[src/design/mrp_mul.sv]
// Shared multiplier of the packer with a registered product.
// Used for part area, free rectangle area and sheet area; no dependencies.
module mrp_mul #(
  parameter int W = 16
) (
  input  logic           clk_i,
  input  logic           en_i,
  input  logic [W-1:0]   a_i,
  input  logic [W-1:0]   b_i,
  output logic [2*W-1:0] prod_o
);

  logic [2*W-1:0] prod_q;

  // The product is held until the next enabled cycle.
  always_ff @(posedge clk_i) begin
    if (en_i) begin
      prod_q <= (2*W)'(a_i) * (2*W)'(b_i);
    end
  end

  assign prod_o = prod_q;

endmodule

[config.mk]
export PLATFORM = sky130hd
export DESIGN_NAME = mrp_mul
export DESIGN_NICKNAME = d
export VERILOG_FILES = /design/src/design/mrp_mul.sv
export SDC_FILE = /design/constraint.sdc
export NUM_CORES = 1
export LEC_CHECK = 0
export BUFFER_PORTS_ARGS = -buffer_cell sky130_fd_sc_hd__buf_2
export CAP_MARGIN = 10
export CORE_MARGIN = 5
export CORE_UTILIZATION = 68
export DETAILED_ROUTE_END_ITERATION = 8
export PLACE_DENSITY = 0.95
export RECOVER_POWER = 50
export SLEW_MARGIN = 40
export SYNTH_ARGS = -nofsm -noshare
export SYNTH_HDL_FRONTEND = slang
export SYNTH_SLANG_ARGS = --single-unit
[constraint.sdc]
create_clock -name clk_i -period 12 [get_ports clk_i]
set_clock_uncertainty 0.05 [all_clocks]
set_input_delay 2.4 -clock clk_i [delete_from_list [all_inputs] [get_ports clk_i]]
set_output_delay 2.4 -clock clk_i [all_outputs]
set_load 0.05 [all_outputs]
==> metrics.csv <==
stage;metric;value;unit
synth;netlist_instances;1036;
global_route;grt_pass1_wl;38060;um
synth;yosys.area_share.simple;0.1706;
synth;syn_avg_cell_area;9.287;sq um
worst_hold_path;min-delay-path-class;in -> reg;
floorplanning;dieWidth;129.0;um
clock_network;post_cts_resized;0;
global_route;track_usage;0.2894;
clock_network;htree_levels;2;
worst_setup_path;crit_required;11980;ps
synth;synth.distinct_cells;47;
timing;slew_viol_final;33;
floorplanning;coreArea;0.01388;sq mm
worst_setup_path;critPathMaxFanout;16;
synth;synth_top_family_by_area;adder cells;
finish;largest_reg_flops;32;
finish;fin_nets;1399;
global_route;grt_max_degree;33;
timing;finalCritPeriodShare;0.6496;
worst_hold_path;min_path_cells;2;
place;dp.cells;1240;
run_status;status;complete, but fails checks;
worst_setup_path;startpoint;a_i[8];
finish;postLayoutCoreUtil;0.7289;
floorplanning;io_pins;66;
synth;yosys.area.top_type;fa_1;
job;maxCapViolations;1;
synth;postSynth.asyncResetShare;0;
global_route;antenna_found_initial;0;
worst_setup_path;end_kind;flip-flop;
route;viasPerCell;5.977;
finish;drive_gt1_frac;0.06273;
route;firstDrtPassIters;5;
synth;synth_ff_type;edfxtp_1;
floorplanning;die_height;129.0;um
timing;finalSetupViolCount;0;
route;antenna_left;0;
synth;synth_area;0.009622;sq mm
finish;final_common_cell;inv_1;
synth;synth_compound_area_frac;0.05956;
global_route;grt_pass1_vias;8344;
finish;diodes;0;
clock_network;hold_buffers;0;
timing;tightest_slew;1769;ps
floorplanning;num_rows;43;
finish;area_growth;5.150;%
place;io_buffer_count;65;
route;wl_per_cell;18.10;um
synth;synth_top_area_frac;0.4036;
route;wl;22580;um
synth;synth_nets;1368;
finish;stdcell_count;1248;
clock_network;root_buffer;clkbuf_16;
timing;max_freq;0.1283;GHz
synth;synth_edf_count;32;
synth;synth.area.top_cells;fa_1, ha_1, edfxtp_1, inv_1, and2_1;
clock_network;max-clock-path-buffers;2;
clock_network;cts_tree;done;
worst_hold_path;min_from;b_i[0];
worst_setup_path;worstSetupStartpointType;primary input;
synth;synth-seq-cells;32;
timing;hold_violations;0;
route;drc;0;
worst_setup_path;path_class;in -> reg;
floorplanning;dieArea;0.01663;sq mm
clock_network;cts.sinks;32;
synth;yosysSeqAreaShare;0.09987;
route;num_vias;7459;
clock_network;cts_buffers;5;
synth;synth_xor_area_frac;0.02458;
route;drt_iter0_drc;574;
finish;layout_common_cells;inv_1, fa_1, nand2_1;
place;gp_congestion;0.9154;
place;hpwl;18610;um
synth;muxShareOfSynthArea;0;
clock_network;clk_pin_slew;60;ps
run_status;violations;max-capacitance violations, max-slew violations;
timing;max_slew_margin;-0.1792;
worst_setup_path;worstPathArrival;7780;ps
synth;yosys_warnings;0;
synth;synth_adder_area_share;0.5389;
timing;rsz0062_at_grt;no;
timing;tns;0;ps
global_route;grt_overflow;0;
clock_network;postCtsSetupRepairBufs;0;
timing;fin_crit;7796;ps
floorplanning;start_util;0.6932;
-- Yosys cell counts, types with 9 or more instances --
| cell | number |
|---|---|
| edfxtp_1 | 32 |
| nor2_1 | 15 |
| inv_1 | 224 |
| nand4_1 | 9 |
| fa_1 | 194 |
| a21oi_1 | 21 |
| o21ai_1 | 9 |
| and2_1 | 126 |
| clkbuf_1 | 34 |
| xnor2_1 | 19 |
| nand3_1 | 9 |
| ha_1 | 104 |
| a21o_1 | 10 |
| nand2_1 | 151 |
-- cells by family after synthesis --
family          Yosys count
fa+ha+maj               298
compound gates           84
xor+xnor                 27
buf+inv                 265
flops                    32
simple gates            330
-- cell type report --
type | count | area (sq um)
repair buffers | 65 | 305.3
well taps | 180 | 225.2
multi-input cells | 739 | 7636
flip-flops and latches | 32 | 960.9
fillers | 941 | 3764
clock inverters | 3 | 23.77
inverters | 224 | 840.8
clock buffers | 5 | 125.1
-- final timing paths --
kind                     end  slack [ps]
setup / recovery  prod_o[26]        4200
hold / removal     prod_o[0]        2620
-- worst max-delay path: stages --
cell	delay, ps
buf_2	320
nand2_1	160
fa_1	540
fa_1	470
fa_1	520
fa_1	550
inv_1	50
fa_1	480
inv_1	50
fa_1	480
inv_1	40
ha_1	370
nand3_1	200
nor2_1	250
o2111ai_1	180
a31oi_1	450
nor3_1	110
xnor2_1	150
-- per-stage QoR --
stage	area (sq um)	hold WS (ps)	worst slack (ps)
after global routing	10120	2627	4004
after CTS	10140	2608	4237
after global placement	9988	2874	4148
final	10120	2623	4204
after detailed placement	9988	2890	3994
after floorplan	9622	2463	4369
-- routing by layer --
layer,part of all wire,GRT usage
met4,0.056,0.1581
met1,0.34,0.3352
met3,0.068,0.03155
met2,0.54,0.5232
met5,0,0
Power is left out: the tool's default activity adds up to more than one toggle a clock period on the data nets, which glitch-free logic cannot reach.
