## src/design/mrp_rect_ram.sv

```systemverilog
// Rectangle table memory: one write port and one registered read port.
// Generic storage; depends on nothing else.
module mrp_rect_ram #(
  parameter int DEPTH = 64,
  parameter int WIDTH = 64
) (
  input  logic                     clk_i,
  input  logic                     we_i,
  input  logic [$clog2(DEPTH)-1:0] waddr_i,
  input  logic [WIDTH-1:0]         wdata_i,
  input  logic [$clog2(DEPTH)-1:0] raddr_i,
  output logic [WIDTH-1:0]         rdata_o
);

  logic [WIDTH-1:0] mem [DEPTH];
  logic [WIDTH-1:0] rdata_q;

  // Write and registered read.
  always_ff @(posedge clk_i) begin
    if (we_i) begin
      mem[waddr_i] <= wdata_i;
    end
    rdata_q <= mem[raddr_i];
  end

  assign rdata_o = rdata_q;

endmodule

```

## config.mk

```make
export PLATFORM = sky130hd
export DESIGN_NAME = mrp_rect_ram
export DESIGN_NICKNAME = d
export VERILOG_FILES = /design/src/design/mrp_rect_ram.sv
export SDC_FILE = /design/constraint.sdc
export NUM_CORES = 2
export LEC_CHECK = 0
export BUFFER_PORTS_ARGS = -buffer_cell sky130_fd_sc_hd__buf_4
export CAP_MARGIN = 20
export CORE_AREA = 10 10 700 702
export DETAILED_ROUTE_END_ITERATION = 6
export DIE_AREA = 0 0 710 712
export PLACE_DENSITY_LB_ADDON = 0.15
export SLEW_MARGIN = 20
export SYNTH_ARGS = -nofsm -noshare
export SYNTH_HDL_FRONTEND = slang
export SYNTH_SLANG_ARGS = --single-unit
```

## constraint.sdc

```tcl
create_clock -name clk_i -period 5.35 [get_ports clk_i]
set_clock_uncertainty 0.1 [all_clocks]
set_input_delay 0 -clock clk_i [delete_from_list [all_inputs] [get_ports clk_i]]
set_output_delay 0 -clock clk_i [all_outputs]
set_load 0.01 [all_outputs]
```

==> reports/results.env <==
CORE-AREA_UM2=476000
TIMING_MAX_TRANSITION_VIOLATIONS_FINAL=0
CLK_LATENCY_PS=1000
GRT_PASS1_VIAS=79011
GRT_PASS1_WL_MM=680
SETUP.REG_TO_REG.WORST_SLACK_PS=2710
CTS_SETUP_BUFFERS=0
TOTAL_POWER_mW=69.8
DISTINCT_CELLS_SYNTH=33
SETUP_REPAIR_AFTER_GLOBAL_ROUTING_MISSED_ITS_MARGIN='no'
REPORT.FINAL.SETUP_VIOL=0
WORST_HOLD_STARTPOINT='wdata_i[6]'
LAYOUT.NETS=7281
DIE_AREA_UM2=506000
PORT_BUFFERS=141
WORST-PATH-MAX-FANOUT=24
ANTENNA_VIOLATIONS_BEFORE_REPAIR=38
SYNTH.YOSYS.SEQ_AREA_SHARE_PCT=79.5
CRIT_TYPE='in -> reg'
CP-START-KIND='primary input'
LAYOUT_WORST_PATH_CYCLE_SHARE_PCT=56.4
DRV.MAX_CAP_VIOLATION_COUNT=0
AVGSYNTHCELLAREA_UM2=23.7
DIE_Y_UM=712
CTSLONGESTPATHBUFFERS=4
NETLIST_AREA_BEFORE_PLACEMENT_UM2=156000
YOSYSTOPAREACELLSHARE_PCT=78.7
P_PER_AREA_nW_PER_UM2=381
AREAGROWTHSYNTHTOFINISH_PCT=17.0
HTREE_NUM_LEVELS=5
INITIAL_CORE_UTIL_PCT=32.8
POST_DRT_VIA_CELL_RATIO=5.45
CTS_ROOT_BUFFER='sky130_fd_sc_hd__clkbuf_16'
GRT_START_MAX_NET_PINS=109
IO_PINS=142
WORST-ENDPOINT-ARRIVAL_PS=3530
FILLER_CELL_COUNT=42369
CTS_SINKS=4160
DETAIL_ROUTE.FIRST_PASS.ITERATIONS=6
LAYOUT_MIN_CYCLE_TIME_PS=3020
CLKTRANSATPATHREGS_PS=60
NETLIST.TOP_CELL.BY_AREA='sky130_fd_sc_hd__edfxtp_1'
YS_WARN_COUNT=0
POST_ROUTE_ANTENNA_NET_VIOLATION_COUNT=0
DPL.HPWL_MM=262
FINAL_AREA_UM2=183000
DIE_WIDTH_UM=710
HOLD_REMOVAL_PATH_CLASS='in -> reg'
DRC=0
CRITICAL_PATH_SINK_TYPE='register'
GP_CONGESTION=0.741
POSTROUTEWIRELENGTH_MM=497
POWER_LEAKAGE_nW=56.5
CRITPATHLAUNCH='waddr_i[4]'
CRITPATHREQUIREDTIME_PS=5860
DR_TOTAL_VIAS=75677
POWER.IR.VDD_WORST_uV=290
SYN_INST=6598
TIMING.SETUP.TNS_PS=0
POST_CTS_RESIZED=0
FLOORPLAN.ROWS=254
SYNTH_NETS=6676
INSTANCE_AREA_AT_PLACEMENT_UM2=167000
SYNTH_TOP_CELLS_BY_AREA='sky130_fd_sc_hd__edfxtp_1 (79%), sky130_fd_sc_hd__mux4_2 (15%), sky130_fd_sc_hd__mux2i_1 (0.86%), sky130_fd_sc_hd__dfxtp_1 (0.82%), sky130_fd_sc_hd__a22oi_1 (0.81%)'
GR-USAGE-ALL-LAYERS_PCT=19.3
STATUS='complete, no violations'
CTS_BUFFERS=443
DRIVE_GT1_SHARE_PCT=28.6
ROUTE.DETAILED.WL_PER_INST_UM=35.8
CTS_TREE='done'
YS_SEQ_ELEMENTS=4160
FMAX_GHz=0.331
DPL.CELL_COUNT=12902
TIMING.FINAL.HOLD_VIOLATIONS=0
R2R-START='mem[3][1]'
FINAL_CELL_COUNT_NO_FILL=13875
WORST-SLEW-PIN-TRANSITION_PS=1250
INITIAL_DRC_COUNT=7794
OVERFLOW=0
RELSLEWSLACK_PCT=16.6
==> registers in the layout (all words and copies together), names as in the netlist <==
register and cells:
mem 4096, rdata_o 64
==> layout make-up <==
cell class                      count  area, µm²  area share, %
Multi-Input combinational cell   2049      30800           16.8
Clock buffer                      608      12100           6.61
Timing Repair Buffer              530       5710           3.12
Clock inverter                    223       2120           1.16
Tap cell                         6272       7850           4.29
Antenna cell                       14       35.0         0.0191
Sequential cell                  4160     124000           67.9
Inverter                           19       71.3         0.0390
==> stage by stage <==
| step | hold WS (ps) | worst slack (ps) | utilization [%] |
|---|---|---|---|
| after floorplan | -1.13 | 1220 | - |
| after global placement | 311 | 1790 | 35.1 |
| after detailed placement | 309 | 1770 | 35.1 |
| after CTS | 0.489 | 2350 | 38.4 |
| after global routing | 59.3 | 2280 | 38.4 |
| final | 44.6 | 2330 | 38.4 |
==> critical path, stage by stage <==
cell                            delay (ps)
sky130_fd_sc_hd__dlygate4sd3_1         610
sky130_fd_sc_hd__buf_4                 160
sky130_fd_sc_hd__nor2b_1               320
sky130_fd_sc_hd__dlygate4sd3_1         640
sky130_fd_sc_hd__nand4_1               390
sky130_fd_sc_hd__nor2_4                230
sky130_fd_sc_hd__buf_4                 380
sky130_fd_sc_hd__buf_4                 670
==> cells in the final DEF, fill, tap and decap left out, types with 24 or more instances in the layout <==
cell | netlist | routed
sky130_fd_sc_hd__buf_12 | 0 | 102
sky130_fd_sc_hd__mux2i_1 | 135 | 135
sky130_fd_sc_hd__o22ai_1 | 83 | 83
sky130_fd_sc_hd__nor2b_1 | 28 | 24
sky130_fd_sc_hd__dlygate4sd3_1 | 0 | 118
sky130_fd_sc_hd__a41oi_1 | 26 | 26
sky130_fd_sc_hd__nor2_1 | 112 | 47
sky130_fd_sc_hd__nor2_4 | 0 | 65
sky130_fd_sc_hd__clkbuf_8 | 0 | 33
sky130_fd_sc_hd__clkbuf_16 | 0 | 446
sky130_fd_sc_hd__and3_1 | 64 | 64
sky130_fd_sc_hd__mux4_2 | 1024 | 1024
sky130_fd_sc_hd__o221ai_1 | 38 | 38
sky130_fd_sc_hd__clkinv_2 | 0 | 80
sky130_fd_sc_hd__or3_1 | 29 | 29
sky130_fd_sc_hd__nand2_1 | 58 | 54
sky130_fd_sc_hd__clkinv_1 | 0 | 78
sky130_fd_sc_hd__bufinv_16 | 0 | 29
sky130_fd_sc_hd__a211oi_1 | 63 | 63
sky130_fd_sc_hd__edfxtp_1 | 4096 | 4096
sky130_fd_sc_hd__clkbuf_1 | 140 | 129
sky130_fd_sc_hd__nand3_1 | 45 | 45
sky130_fd_sc_hd__buf_4 | 34 | 299
sky130_fd_sc_hd__dfxtp_1 | 64 | 64
sky130_fd_sc_hd__a22o_1 | 88 | 88
sky130_fd_sc_hd__or2_2 | 28 | 28
sky130_fd_sc_hd__a22oi_1 | 168 | 168
==> Yosys cell counts, drive strengths merged <==
library cell	instances
edfxtp	4096
mux4	1024
buf	230
a22oi	168
clkbuf	140
mux2i	135
nor2	112
a22o	88
o22ai	83
and3	64
dfxtp	64
a211oi	63
nand2	58
nand3	45
o221ai	38
or3	29
nor2b	28
or2	28
a41oi	26
a2bb2oi	19
inv	19
a31oi	18
nand2b	11
and2	3
nand3b	2
nand4	2
nor3	2
a31o	1
nand4b	1
or3b	1
==> cell families after synthesis <==
logic type / after synthesis / synth area share [%]
compound gates: 504 / 2.48
mux: 1159 / 15.6
flops: 4160 / 79.5
simple gates: 386 / 1.24
buf+inv: 389 / 1.18
==> repair_timing <==
item	CTS	global route
setup endpoints to repair	0	0
hold buffers	127	0
endpoints found under the hold margin	4562	0
==> routing by layer <==
layer / part of all wire, % / track usage (%) / up-vias
li1: - / - / 29798
met1: 43 / 26.8 / 42979
met2: 50 / 32.7 / 2360
met3: 5.1 / 2.47 / 534
met4: 1.9 / 3.64 / 6
met5: 0.0064 / 0 / -
==> where the power goes <==
group	switching, mW	total (mW)	internal (mW)	leakage (nW)
logic	2.10	3.37	1.28	12.2
registers	0.198	36.3	36.1	37.4
clock network	12.9	30.1	17.2	6.93
==> final timing paths <==
kind                               endpoint  cells past startpoint
worst max-delay path            mem[55][25]                      8
worst min-delay path             mem[43][6]                      2
worst max register to register   rdata_o[1]                      6
worst min register to register   rdata_o[2]                      4
(Power assumes the default switching activity.)
